===== src/hdl/scwsa_ram.sv =====
// ----------------------------------------------------------------------------
// scwsa_ram: generic simple dual-port RAM
// One write port and one read port; read data is registered and holds while
// no read is enabled.
// ----------------------------------------------------------------------------
`default_nettype none

module scwsa_ram #(
  parameter int WIDTH = 8,
  parameter int DEPTH = 256
) (
  input  wire logic                     clk,
  input  wire logic                     we,
  input  wire logic [$clog2(DEPTH)-1:0] waddr,
  input  wire logic [WIDTH-1:0]         wdata,
  input  wire logic                     re,
  input  wire logic [$clog2(DEPTH)-1:0] raddr,
  output logic      [WIDTH-1:0]         rdata
);

  logic [WIDTH-1:0] mem [DEPTH];

  always_ff @(posedge clk) begin
    if (we) begin
      mem[waddr] <= wdata;
    end
    if (re) begin
      rdata <= mem[raddr];
    end
  end

endmodule

`default_nettype wire


===== config.mk =====
export PLATFORM = sky130hd
export DESIGN_NAME = scwsa_ram
export DESIGN_NICKNAME = d
export VERILOG_FILES = /design/src/hdl/scwsa_ram.sv
export SDC_FILE = /design/constraint.sdc
export NUM_CORES = 2
export LEC_CHECK = 0
export ABC_AREA = 0
export BUFFER_PORTS_ARGS = -buffer_cell sky130_fd_sc_hd__buf_2
export CAP_MARGIN = 10
export CORE_ASPECT_RATIO = 0.5
export CORE_MARGIN = 2
export CORE_UTILIZATION = 43
export CTS_BUF_LIST = sky130_fd_sc_hd__clkbuf_8
export CTS_CLUSTER_DIAMETER = 60
export CTS_CLUSTER_SIZE = 24
export DETAILED_ROUTE_END_ITERATION = 8
export SETUP_SLACK_MARGIN = 0.1
export SYNTH_ARGS = -nofsm -noshare
export SYNTH_HDL_FRONTEND = slang
export SYNTH_SLANG_ARGS = --single-unit

===== constraint.sdc =====
create_clock -name clk -period 3.3 [get_ports clk]
set_input_delay 0.165 -clock clk [delete_from_list [all_inputs] [get_ports clk]]
set_output_delay 0.165 -clock clk [all_outputs]
set_load 0.03 [all_outputs]

==> metrics <==
Post-DRT Antenna Nets=0; Worst Hold Class=input port to flop; Final period util=0.973; Final Skew=0.0517 ns; Worst setup SP type=flop; register bit count reported by yosys=2056; post-synth top area share=0.775; Final min period=3.21 ns; register area share after synthesis=0.775; Clock Latency Late Sink=a little over 0.9 ns; detailed-placement wirelength estimate=126000 µm; Total Wirelength=between 150000 and 200000 µm; total global routing overflow=0; Power Dens Cells=496 nW/µm²; total number of vias=39.1k; largest net degree at the start of global routing=115; Setup WS pre-CTS=-0.273 ns; total track usage=0.210; first drt pass iteration count=6; Max-Cap Viols=0; Cell variety after synth=54; # clock sinks=2056; status=finished, final reports clean; RSZ-0062 raised after global routing=false; Horiz. Die Dim=613 µm; Top Ports=35; Post-synth top flop=edfxtp_1; drc violations=0; Final WS setup=0.0905 ns; cell accounting for the most synthesized area=edfxtp_1; Max Root-Sink Buffers=3; vias in the first global route=38.8k; Hold WS=0.151 ns; CTS Root Cell=clkbuf_8; Setup crit end kind=flop; top cells by area, synth=edfxtp_1, mux4_2, mux2i_1; async set-reset flop share out of synthesis=0; f_max=312 MHz; Placed Area=84500 µm²; Yosys warning count=0; TritonCTS clock tree=yes; crit path DAT=3.90 ns; P&R area growth vs syn=8.97%; CP Class=flop to flop; number of flops mapped to enable cells by yosys=between 2k and 2.5k; worst slew pin tran=between 1 and 1.5 ns; Leakage=approximately 26 nW; Avg Inst Size Synth=21.3 µm²; Pins Over Slew Limit=0; Core ar.=184000 µm²; Worst Path Required=3.99 ns; first-pass GRT wire length=284000 µm; routed len/inst=30.3 µm; Port-buffer cells=34; initial antenna violation count=11; die area=189000 µm²; Synth Net Count=approximately 3.8k; final setup violation count=0; Die Height=308 µm; DR iter-0 viols=5354; Finished Cell Area=roughly 87000 µm²; CTS buffer count=approximately 110; relative slew slack=0.152; Final GP Congestion=0.852; Gate Count Post-Synth=3733; Crit Path Max Fanout=1; Reg clk slew, reported paths=about 0.14 ns; fraction of layout cells with a size suffix above 1=0.245; Final Hold Fails=0; post-CTS sizing=0; # nets final=roughly 4k; Vias per Instance=5.98; Max rail drop VDD=349 µV; CTS H-Tree Depth=3; row cnt=111; synthesized cell area=~80000 µm²; Initial Utilization=0.434
## path summary, 6_finish.rpt
check,slack [ns],endpoint,cells past startpoint,startpoint
worst max-delay path,0.09,rdata[7],7,mem[72][7]
worst min-delay path,0.15,mem[224][2],4,we
worst max register to register,0.09,rdata[7],7,mem[72][7]
worst min register to register,1.25,rdata[0],6,mem[18][0]
## flip-flops by register name, indices dropped and copies added (netlist names)
name and cells:
mem 2048, rdata 8
## stage by stage
stage | util | TNS (ns) | power [W] | instances
final | 0.473 | 0 | 0.0431 | 6539
after detailed placement | 0.460 | -0.775 | 0.0321 | 6345
after floorplan | - | 0 | 0.0308 | 3733
after global placement | 0.460 | -0.843 | 0.0321 | 6344
after CTS | 0.473 | 0 | 0.0433 | 6535
after global routing | 0.473 | 0 | 0.0442 | 6539
## where the power goes
| part | internal (W) | leakage, nW | switching, W |
|---|---|---|---|
| Clock | 0.00350 | 1.03 | 0.00803 |
| Combinational | 0.000976 | 6.87 | 0.00178 |
| Sequential | 0.0288 | 18.5 | 0.0000309 |
## cells in the final DEF (no fill, tap or decap), types with 24 or more instances in the layout
cell / netlist / routed
buf_12: 8 / 41
nor4_1: 24 / 24
clkbuf_8: 0 / 116
o221ai_1: 46 / 46
nand3_1: 34 / 34
a22oi_1: 133 / 133
mux4_2: 454 / 454
buf_2: 31 / 24
o22ai_1: 28 / 28
mux2i_1: 134 / 134
nand2_1: 33 / 33
a21oi_1: 96 / 96
edfxtp_1: 2056 / 2056
nor2b_1: 31 / 28
buf_4: 27 / 284
nor2_1: 282 / 279
## kinds of logic after synthesis
group | after synthesis | synth area share
simple gates | 466 | 0.0263
flops | 2056 | 0.775
buf+inv | 235 | 0.0183
compound gates | 385 | 0.0342
mux | 591 | 0.146
## routing by layer
layer / vias up / wire, µm / global-route usage / share of wire
li1: 16067 / - / - / -
met1: 21169 / 85400 / 0.312 / 0.43
met2: 1657 / 92600 / 0.329 / 0.47
met3: 208 / 17000 / 0.0370 / 0.086
met4: 2 / 3370 / 0.0377 / 0.017
met5: - / 13 / 0 / 0.000066
## layout make-up
cell class | instances | area (µm²)
fillers | 15091 | 96800
flip-flops and latches | 2056 | 61700
multi-input cells | 1442 | 16500
repair buffers | 378 | 3400
well taps | 2486 | 3110
clock buffers | 108 | 1490
clock inverters | 63 | 554
diodes | 4 | 10.0
inverters | 2 | 7.51
## repair_timing
item	CTS	global route
buffers inserted	0	0
endpoints found under the hold margin	646	0
hold buffers	19	0
## worst max-delay path, stage by stage (launching register included)
cell,delay [ns]
edfxtp_1,0.38
mux4_2,0.45
nor2b_1,0.15
a211oi_1,0.49
nor3_1,0.14
nor4_1,1.08
buf_4,0.26
nor4_1,0.04
## synth_stat cells, drive strengths merged, types with 6 or more instances
cell    count
buf       122
o21ai      12
mux2i     134
o221ai     47
nor2      282
nand3      34
a22o        8
nand2      33
and2        6
a22oi     133
o22ai      28
nor4       27
nor2b      31
nand4      10
nand2b      8
a221oi     14
mux4      456
edfxtp   2056
o211ai     10
clkbuf    111
nor3       22
a21oi      96
a211oi     16
Note: power is estimated with default switching activity, not from simulation.
