**src/hdl/scwsa_pkg.sv**
```systemverilog
// ----------------------------------------------------------------------------
// scwsa_pkg: shared definitions of the sparse convolution scatter block
// Sizes, operation codes, register indexes, sequencer states and the payload
// and control structures used by more than one file.
// ----------------------------------------------------------------------------
`default_nettype none

package scwsa_pkg;

  localparam int MAX_CHANNELS   = 16;
  localparam int MAX_IN_DIM     = 32;
  localparam int MAX_OUT_PIXELS = 1024;
  localparam int MAX_KERNEL     = 8;

  localparam int CH_W        = $clog2(MAX_CHANNELS);
  localparam int DIM_W       = $clog2(MAX_IN_DIM);
  localparam int PIX_W       = $clog2(MAX_OUT_PIXELS);
  localparam int STORE_DEPTH = MAX_CHANNELS * MAX_IN_DIM * MAX_IN_DIM;
  localparam int STORE_AW    = $clog2(STORE_DEPTH);

  // Signed width of an input position: output index times stride plus the
  // tap offset, less the padding.
  localparam int POS_W = 12;

  localparam int REG_AW = 5;

  typedef enum logic [1:0] {
    OP_LOAD  = 2'd0,
    OP_APPLY = 2'd1,
    OP_READ  = 2'd2,
    OP_CLEAR = 2'd3
  } opcode_t;

  typedef enum logic [2:0] {
    REG_INPUT_OFFSET  = 3'd0,
    REG_INPUT_WIDTH   = 3'd1,
    REG_INPUT_HEIGHT  = 3'd2,
    REG_OUTPUT_WIDTH  = 3'd3,
    REG_OUTPUT_HEIGHT = 3'd4,
    REG_CONV_STRIDE   = 3'd5,
    REG_CONV_PAD      = 3'd6,
    REG_CONV_DILATION = 3'd7
  } reg_index_t;

  typedef enum logic [1:0] {
    ST_CLEAR,
    ST_IDLE,
    ST_APPLY,
    ST_DRAIN
  } state_t;

  typedef struct packed {
    logic [1:0]        opcode;
    logic [3:0]        channel;
    logic [4:0]        act_row;
    logic [4:0]        act_col;
    logic signed [7:0] activation;
    logic [2:0]        tap_row;
    logic [2:0]        tap_col;
    logic signed [7:0] weight;
    logic [9:0]        out_index;
  } in_item_t;

  typedef struct packed {
    logic signed [31:0] acc_value;
    logic [9:0]         read_index;
  } out_item_t;

  // Geometry the pixel scan works to; input sizes are already clamped.
  typedef struct packed {
    logic [5:0] out_w;
    logic [5:0] out_h;
    logic [5:0] in_w;
    logic [5:0] in_h;
    logic [3:0] stride;
  } geom_t;

  // Position the scan presents in the current cycle.
  typedef struct packed {
    logic [PIX_W-1:0] pix;
    logic [DIM_W-1:0] row;
    logic [DIM_W-1:0] col;
    logic             in_range;
    logic             last;
  } scan_t;

endpackage

`default_nettype wire

```
**src/hdl/scwsa_scan.sv**
```systemverilog
// ----------------------------------------------------------------------------
// scwsa_scan: output pixel scan for one weight tap
// Walks the output plane in row-major order, keeping the matching input
// position by repeated addition of the stride.
// ----------------------------------------------------------------------------
`default_nettype none

module scwsa_scan
  import scwsa_pkg::*;
(
  input  wire logic                    clk,
  input  wire logic                    init,
  input  wire logic                    advance,
  input  wire geom_t                   geom,
  input  wire logic signed [POS_W-1:0] base_y,
  input  wire logic signed [POS_W-1:0] base_x,
  output scan_t                        scan
);

  logic [5:0]              oy_r, oy_nxt;
  logic [5:0]              ox_r, ox_nxt;
  logic signed [POS_W-1:0] iy_r, iy_nxt;
  logic signed [POS_W-1:0] ix_r, ix_nxt;
  logic signed [POS_W-1:0] base_x_r;
  logic [PIX_W-1:0]        pix_r, pix_nxt;
  logic                    row_end;
  logic                    y_ok;
  logic                    x_ok;
  logic signed [POS_W-1:0] step;

  assign step    = $signed({{(POS_W-4){1'b0}}, geom.stride});
  assign row_end = (ox_r == geom.out_w - 6'd1);

  // A position is inside when it is not negative and below the input size.
  assign y_ok = !iy_r[POS_W-1] && (iy_r[POS_W-2:0] < (POS_W-1)'(geom.in_h));
  assign x_ok = !ix_r[POS_W-1] && (ix_r[POS_W-2:0] < (POS_W-1)'(geom.in_w));

  always_comb begin
    scan.pix      = pix_r;
    scan.row      = iy_r[DIM_W-1:0];
    scan.col      = ix_r[DIM_W-1:0];
    scan.in_range = y_ok && x_ok;
    scan.last     = (row_end && (oy_r == geom.out_h - 6'd1)) ||
                    (pix_r == PIX_W'(MAX_OUT_PIXELS - 1));
  end

  always_comb begin
    oy_nxt  = oy_r;
    ox_nxt  = ox_r;
    iy_nxt  = iy_r;
    ix_nxt  = ix_r;
    pix_nxt = pix_r;
    if (init) begin
      oy_nxt  = '0;
      ox_nxt  = '0;
      iy_nxt  = base_y;
      ix_nxt  = base_x;
      pix_nxt = '0;
    end else if (advance) begin
      pix_nxt = pix_r + PIX_W'(1);
      if (row_end) begin
        ox_nxt = '0;
        ix_nxt = base_x_r;
        oy_nxt = oy_r + 6'd1;
        iy_nxt = iy_r + step;
      end else begin
        ox_nxt = ox_r + 6'd1;
        ix_nxt = ix_r + step;
      end
    end
  end

  always_ff @(posedge clk) begin
    oy_r  <= oy_nxt;
    ox_r  <= ox_nxt;
    iy_r  <= iy_nxt;
    ix_r  <= ix_nxt;
    pix_r <= pix_nxt;
    if (init) begin
      base_x_r <= base_x;
    end
  end

endmodule

`default_nettype wire
```
**config.mk**
```make
export PLATFORM = sky130hd
export DESIGN_NAME = scwsa_scan
export DESIGN_NICKNAME = d
export VERILOG_FILES = /design/src/hdl/scwsa_pkg.sv /design/src/hdl/scwsa_scan.sv
export SDC_FILE = /design/constraint.sdc
export NUM_CORES = 1
export LEC_CHECK = 0
export BUFFER_PORTS_ARGS = -buffer_cell sky130_fd_sc_hd__buf_4
export CORE_MARGIN = 8
export CORE_UTILIZATION = 55
export DETAILED_ROUTE_END_ITERATION = 10
export PLACE_DENSITY = 0.78
export SYNTH_ARGS = -nofsm -noshare
export SYNTH_HDL_FRONTEND = slang
export SYNTH_SLANG_ARGS = --single-unit
```
**constraint.sdc**
```tcl
create_clock -name clk -period 3.3 [get_ports clk]
set_clock_uncertainty 0.1 [all_clocks]
set_input_delay 0 -clock clk [delete_from_list [all_inputs] [get_ports clk]]
set_output_delay 0 -clock clk [all_outputs]
set_load 0.1 [all_outputs]
```
==> results by group, run 1 <==
Synth
  – Mean Syn Cell Area: 9.398 sq um
  – Syn Std Cell Area: 3656 sq um
  – Share of flip-flops with an asynchronous set or reset: 0%
  – Ys flop type: edfxtp_1
  – Seq cells post-synth: 58
  – Post-Syn Instances: 389
  – Synth Net Count: 469
  – Number of synthesis warnings: 0
  – Post-synth EDFFs: 36
  – Sequential share of the synthesized area: 41.62%
  – Top cell type by total area after synthesis: edfxtp_1
  – Largest cells by area after synthesis: edfxtp_1 (30%), dfxtp_1 (12%), ha_1 (7.9%)
  – Area share of the largest cell type after synthesis: 29.57%
  – Number of library cell types mapped by synthesis: 42

Die
  – FP Rows: 29
  – I/O Pins: 77
  – Die ar.: 9512 sq um
  – Die height: 97.53 um
  – Core ar.: 6386 sq um
  – Width of the die: 97.53 um
  – Initial Util: 57.25%

Power and ir drop
  – Pwr dens: 463.8 nW/um^2
  – Max VDD drop: 447.7 uV
  – Static Leak: 2.012 nW

Layout
  – Most common cell after layout, fill and taps aside: buf_4
  – Layout cells sized above 1: 20.62%
  – Most frequent cells in the layout: buf_4 (77), nand2_1 (38), edfxtp_1 (36)
  – Inserted Diodes: 0
  – Area of the multi-input gates: 1928 sq um
  – Filler cells: 446
  – Final core occ: 73.41%
  – Cell Count, Final, Fillers Out: 562
  – Nets: 560
  – Layout overhead on the synthesized area: 28.23%
  – Sequential cell area: 1521 sq um

Placement
  – HPWL after DPL: 6113 um
  – IO Port Bufs: 76
  – GPL Wtd Cong: 0.8523
  – Dpl cells: 520

Global route
  – Antenna violations before repair: 0
  – Pin count of the biggest net entering global routing: 88
  – Number of global-route vias before repair: 3156
  – Tot GR Track Use: 18.07%
  – Remaining Overflow, GRT: 0
  – First-pass GRT wire length: 14330 um

Timing
  – Endpoints failing hold: 0
  – Hold Slack: 0.1254 ns
  – RSZ-0062 raised after global routing: false
  – Fmax achieved: 378.3 MHz
  – Slew HR: 47.10%
  – Setup TNS: 0 ns
  – Post-layout min period: 2.644 ns
  – Final count of negative-setup-slack endpoints: 0
  – Pins Over Slew Limit: 0
  – Tightest Pin Transition: 0.7935 ns
  – Final Cycle Share: 80.11%

Clocking
  – CTS buffer count: 9
  – Clk root buf: clkbuf_8
  – Clk_lat worst skew: 0.34 ns
  – Post-CTS setup buffers: 0
  – H-tree Lvls: 3
  – CTS tree: done
  – CTS max path bufs: 2
  – Worst-path clk slew: 0.07 ns
  – Clock sink total: 58

Drt
  – DRC: 0
  – Vias per inst: 5.498
  – Drt initial violations: 177
  – Antenna viol nets, final: 0
  – Routed wire per std cell: 15.24 um
  – Vias: 3090
  – First-pass DRT Iterations: 4
  – Final WL: 8565 um

Status
  – Outcome: complete, no violations

Critical path
  – CP required: 3.20 ns
  – Startpoint types: register
  – Worst Path Arrival: 2.54 ns
  – Crit Path Category: reg2out
  – Crit path max fanout: 10
  – Setup crit end kind: output port

Run
  – Max-cap violation count: 0

Worst hold path
  – Class of the worst hold path: in2reg
-- registers in the layout, indices dropped and copies added, names as in the netlist --
| signal | cells |
|---|---|
| base_x_r | 12 |
| ix_r | 12 |
| iy_r | 12 |
| pix_r | 10 |
| ox_r | 6 |
| oy_r | 6 |
-- per-layer routing --
metal | vias up | routed length [um] | GRT usage, %
met4 | 0 | 230 | 9.207
li1 | 1556 | - | -
met3 | 20 | 416 | 4.908
met1 | 1440 | 3844 | 21.08
met2 | 74 | 4074 | 29.64
met5 | - | 0 | 0
-- power by group --
| part | leakage (nW) | switching [mW] | internal (mW) |
|---|---|---|---|
| clock | 0.105 | 0.298 | 0.423 |
| combinational | 1.37 | 0.342 | 0.221 |
| sequential | 0.539 | 0.0525 | 0.839 |
-- layout make-up --
class                      instances  area share [%]
sequential                        58           32.45
clock buffer                       9           2.642
clock inverter                     7           2.002
inverter                          23           1.841
timing repair buffer             103           17.88
multi-input combinational        285           41.13
tap                               77           2.055
-- kinds of logic after synthesis --
| logic type | count (synthesis) | share of synthesized area [%] |
|---|---|---|
| and+or+nand+nor | 139 | 19.51 |
| AOI/OAI and AO/OA | 68 | 10.99 |
| DFF | 58 | 41.62 |
| buffers and inverters | 46 | 5.783 |
| xor gates and xnor gates | 42 | 10.06 |
| adders and majority gates | 25 | 8.967 |
| muxes | 11 | 3.080 |
-- per-stage QoR --
stage | setup slack, ns | cell area [sq um] | power [mW]
3_5_place_dp | 0.7869 | 4210 | 1.443
5_1_grt | 0.4181 | 4688 | 2.267
2_1_floorplan | 0.3845 | 3661 | 1.305
4_1_cts | 0.6281 | 4688 | 2.188
6_report | 0.6565 | 4688 | 2.174
3_3_place_gp | 0.8881 | 4210 | 1.426
-- path summary, 6_finish.rpt --
path | slack, ns | from | endpoint | cells past startpoint
max reg2reg | 0.77 | ox_r[3]$_SDFFE_PP0P_ | iy_r[7]$_DFFE_PP_ | 6
min | 0.13 | geom[2] | iy_r[2]$_DFFE_PP_ | 4
max | 0.66 | ox_r[3]$_SDFFE_PP0P_ | scan[0] | 7
min reg2reg | 0.40 | oy_r[5]$_SDFFE_PP0P_ | oy_r[5]$_SDFFE_PP0P_ | 2
-- synth_stat cells, types with 5 or more instances --
master and instances:
a21o_1 7, a21oi_1 16, and3_1 5, buf_4 10
clkbuf_1 12, dfxtp_1 22, edfxtp_1 36, ha_1 23
inv_1 23, mux2i_1 9, nand2_1 38, nand2b_1 13
nand3_1 19, nand3b_1 5, nand4_1 9, nor2_1 20
nor2b_1 5, nor3_1 5, nor4_1 6, o21ai_0 30
or3_1 5, xnor2_1 23, xor2_1 19
-- worst max-delay path: stages, from the launching register on --
cell and delay (ns):
dfxtp_1 0.43, xor2_1 0.19, xnor2_1 0.14, nand3_1 0.15
nor3_2 0.62, nand4_1 0.20, o21ai_1 0.15, buf_4 0.31
-- timing repair --
action,CTS,global route
hold buffers,26,0
gates resized for setup,0,0
hold endpoints to repair,46,0
Power figures use the tool's default switching activity.
==> run 2, diff against run 1 <==
Settings changed: ABC_AREA set to 1, CORE_UTILIZATION 55 to 56, PLACE_DENSITY 0.78 to 0.79.
Clock period 3.3 ns to 2.7 ns, I/O delays scaled along.
==> results by group, run 2 <==
Worst hold path
  – Hold_sp: init
  – Class of the worst hold path: in2reg
  – Hold path endpoint: oy_r[3]$_SDFFE_PP0P_
  – Hold path depth: 2 (-2)

Die
  – I/O Pins: 77 (unchanged)
  – Die ar.: 10100 sq um (+6.2%)
  – FP Rows: 31 (+6.9%)
  – Initial Util: 56.35% (-0.89 points)
  – Width of the die: 100.5 um (+3.1%)
  – Die height: 100.5 um (+3.1%)
  – Core ar.: 7098 sq um (+11%)

Placement
  – HPWL after DPL: 6870 um (+12%)
  – Post-Place Setup Slack: 0.4380 ns (-0.3489 ns)
  – GPL Wtd Cong: 0.8318 (-2.4%)
  – IO Port Bufs: 76 (unchanged)
  – Placed instance area: 4542 sq um (+7.9%)

Clocking
  – H-tree Lvls: 3 (unchanged)
  – CTS tree: done
  – Worst-path clk slew: 0.07 ns (about the same)
  – Clk root buf: clkbuf_8
  – Clk_lat worst skew: 0.34 ns (about the same)
  – Clock sink total: 58 (unchanged)
  – Hold-fix buffers, CTS: 26 (unchanged)
  – CTS max path bufs: 2 (unchanged)
  – Post_cts resized: 0 (unchanged)
  – CTS buffer count: 9 (unchanged)
  – Post-CTS setup buffers: 0 (unchanged)

Timing
  – Tightest Pin Transition: 0.4985 ns (-0.2950 ns)
  – Fmax achieved: 438.3 MHz
  – Final Cycle Share: 84.51%
  – RSZ-0062 raised after global routing: false
  – Final worst slack: 0.4184 ns (-0.2381 ns)
  – Final count of negative-setup-slack endpoints: 0 (unchanged)
  – Post-layout min period: 2.282 ns
  – Endpoints failing hold: 0 (unchanged)
  – Setup TNS: 0 ns (unchanged)
  – Pins Over Slew Limit: 0 (unchanged)
  – Slew HR: 66.77% (+20 points)

Layout
  – Nets: 679 (+21%)
  – Most frequent cells in the layout: nand2_1 (126), buf_4 (77), inv_1 (62)
  – Most common cell after layout, fill and taps aside: nand2_1
  – Layout overhead on the synthesized area: 24.05%
  – Inserted Diodes: 0 (unchanged)
  – Largest regs: base_x_r (12), ix_r (12), iy_r (12)
  – Layout cells sized above 1: 18.54% (-2.1 points)
  – Post-route cell area: 4962 sq um (+5.8%)

Critical path
  – Reg2reg path depth: 11 (+5)
  – Startpoint types: register
  – CP required: 2.69 ns (-0.51 ns)
  – R2r setup slk: 0.42 ns (-0.35 ns)
  – Setup crit end kind: register
  – Crit path from: iy_r[0]$_DFFE_PP_
  – Crit path max fanout: 5 (-5)
  – Reg-to-Reg Start: iy_r[0]$_DFFE_PP_
  – Crit Path Category: reg2reg
  – Worst r2r dst: iy_r[8]$_DFFE_PP_
  – Worst Path Arrival: 2.27 ns (-0.27 ns)

Drt
  – Drt initial violations: 199 (+12%)
  – Vias: 3629 (+17%)
  – DRC: 0 (unchanged)
  – Final WL: 9550 um (+12%)
  – Antenna viol nets, final: 0 (unchanged)
  – First-pass DRT Iterations: 5 (+1)
  – Vias per inst: 5.162 (-6.1%)
  – Routed wire per std cell: 13.58 um (-11%)

Global route
  – Tot GR Track Use: 19.90% (+1.8 points)
  – Antenna violations before repair: 0 (unchanged)
  – First-pass GRT wire length: 16310 um (+14%)
  – Remaining Overflow, GRT: 0 (unchanged)
  – Number of global-route vias before repair: 3705 (+17%)
  – Pin count of the biggest net entering global routing: 50 (-43%)

Power and ir drop
  – Max VDD drop: 300.1 uV (-33%)
  – Static Leak: 2.310 nW (+15%)
  – Pwr dens: 502.6 nW/um^2 (+8.4%)

Status
  – Outcome: complete, no violations

Run
  – Max-cap violation count: 0 (unchanged)

Synth
  – Area share of the largest cell type after synthesis: 27.03% (-2.5 points)
  – Share of flip-flops with an asynchronous set or reset: 0% (unchanged)
  – Syn Std Cell Area: 4000 sq um (+9.4%)
  – Post-Syn Instances: 508 (+31%)
  – Largest cells by area after synthesis: edfxtp_1 (27%), nand2_1 (12%), dfxtp_1 (11%)
  – Most frequent cell after synthesis: nand2_1
  – Synth Net Count: 588 (+25%)
  – Sequential share of the synthesized area: 38.04% (-3.6 points)
  – Number of library cell types mapped by synthesis: 36 (-14%)
  – Most common library cells after synthesis: nand2_1 (126), inv_1 (62), nand3_1 (38)
  – Ys flop type: edfxtp_1
  – Post-synth EDFFs: 36 (unchanged)
  – Number of synthesis warnings: 0 (unchanged)
  – Top cell type by total area after synthesis: edfxtp_1
  – Seq cells post-synth: 58 (unchanged)
  – Mean Syn Cell Area: 7.874 sq um (-16%)
[run 2: final cells by class]
class,instances,area (sq um)
Inverter,64,240.2
Fill cell,575,2136
Timing Repair Buffer,103,838.3
Tap cell,99,123.9
Sequential cell,58,1521
Multi-Input combinational cell,363,2078
Clock buffer,9,123.9
Clock inverter,7,36.28
[run 2: cell families after synthesis]
group,synth area share [%]
fa+ha+maj,8.195
buf+inv,10.01
xor+xnor,6.131
flops,38.04
simple gates,30.65
compound gates,6.975
[run 2: layer usage]
layer  wire, um  part of all wire (%)  global-route usage (%)
met1       4117                    43                   22.85
met2       4678                    49                   35.08
met3        625                   6.5                   5.249
met4        128                   1.3                   6.279
met5          0                     0                       0
[run 2: stage by stage]
step	hold WS (ns)	util, %	power, mW	instances
2_1_floorplan	-0.001131	-	1.642	508
3_3_place_gp	0.08953	63.99	1.785	661
3_5_place_dp	0.09038	63.99	1.806	661
4_1_cts	0.02622	69.91	2.510	703
5_1_grt	0.06399	69.91	2.636	703
6_report	0.04263	69.91	2.494	703
[run 2: worst max-delay path, cell delays in order, from the launching register on]
cell	delay, ns
edfxtp_1	0.39
ha_1	0.18
inv_1	0.06
fa_1	0.39
inv_1	0.07
a21oi_1	0.06
o21ai_1	0.30
nand2_1	0.09
nor2_1	0.19
nand3_1	0.09
nand2_1	0.07
o21ai_1	0.06
[run 2: power by group]
group          total (mW)  internal (mW)  leakage (nW)  switching (mW)
Clock               0.669          0.321        0.0876           0.348
Sequential           1.08           1.02         0.539          0.0610
Combinational       0.741          0.274          1.68           0.467
[run 2: how the worst max path moves through the flow]
stage / end / slack [ns] / cells past startpoint
6_report: iy_r[8]$_DFFE_PP_ / 0.42 / 11
3_5_place_dp: iy_r[8]$_DFFE_PP_ / 0.44 / 11
4_1_cts: scan[0] / 0.42 / 9
2_1_floorplan: scan[1] / 0.1 / 5
3_3_place_gp: ix_r[10]$_DFFE_PP_ / 0.53 / 11
5_1_grt: iy_r[8]$_DFFE_PP_ / 0.19 / 11
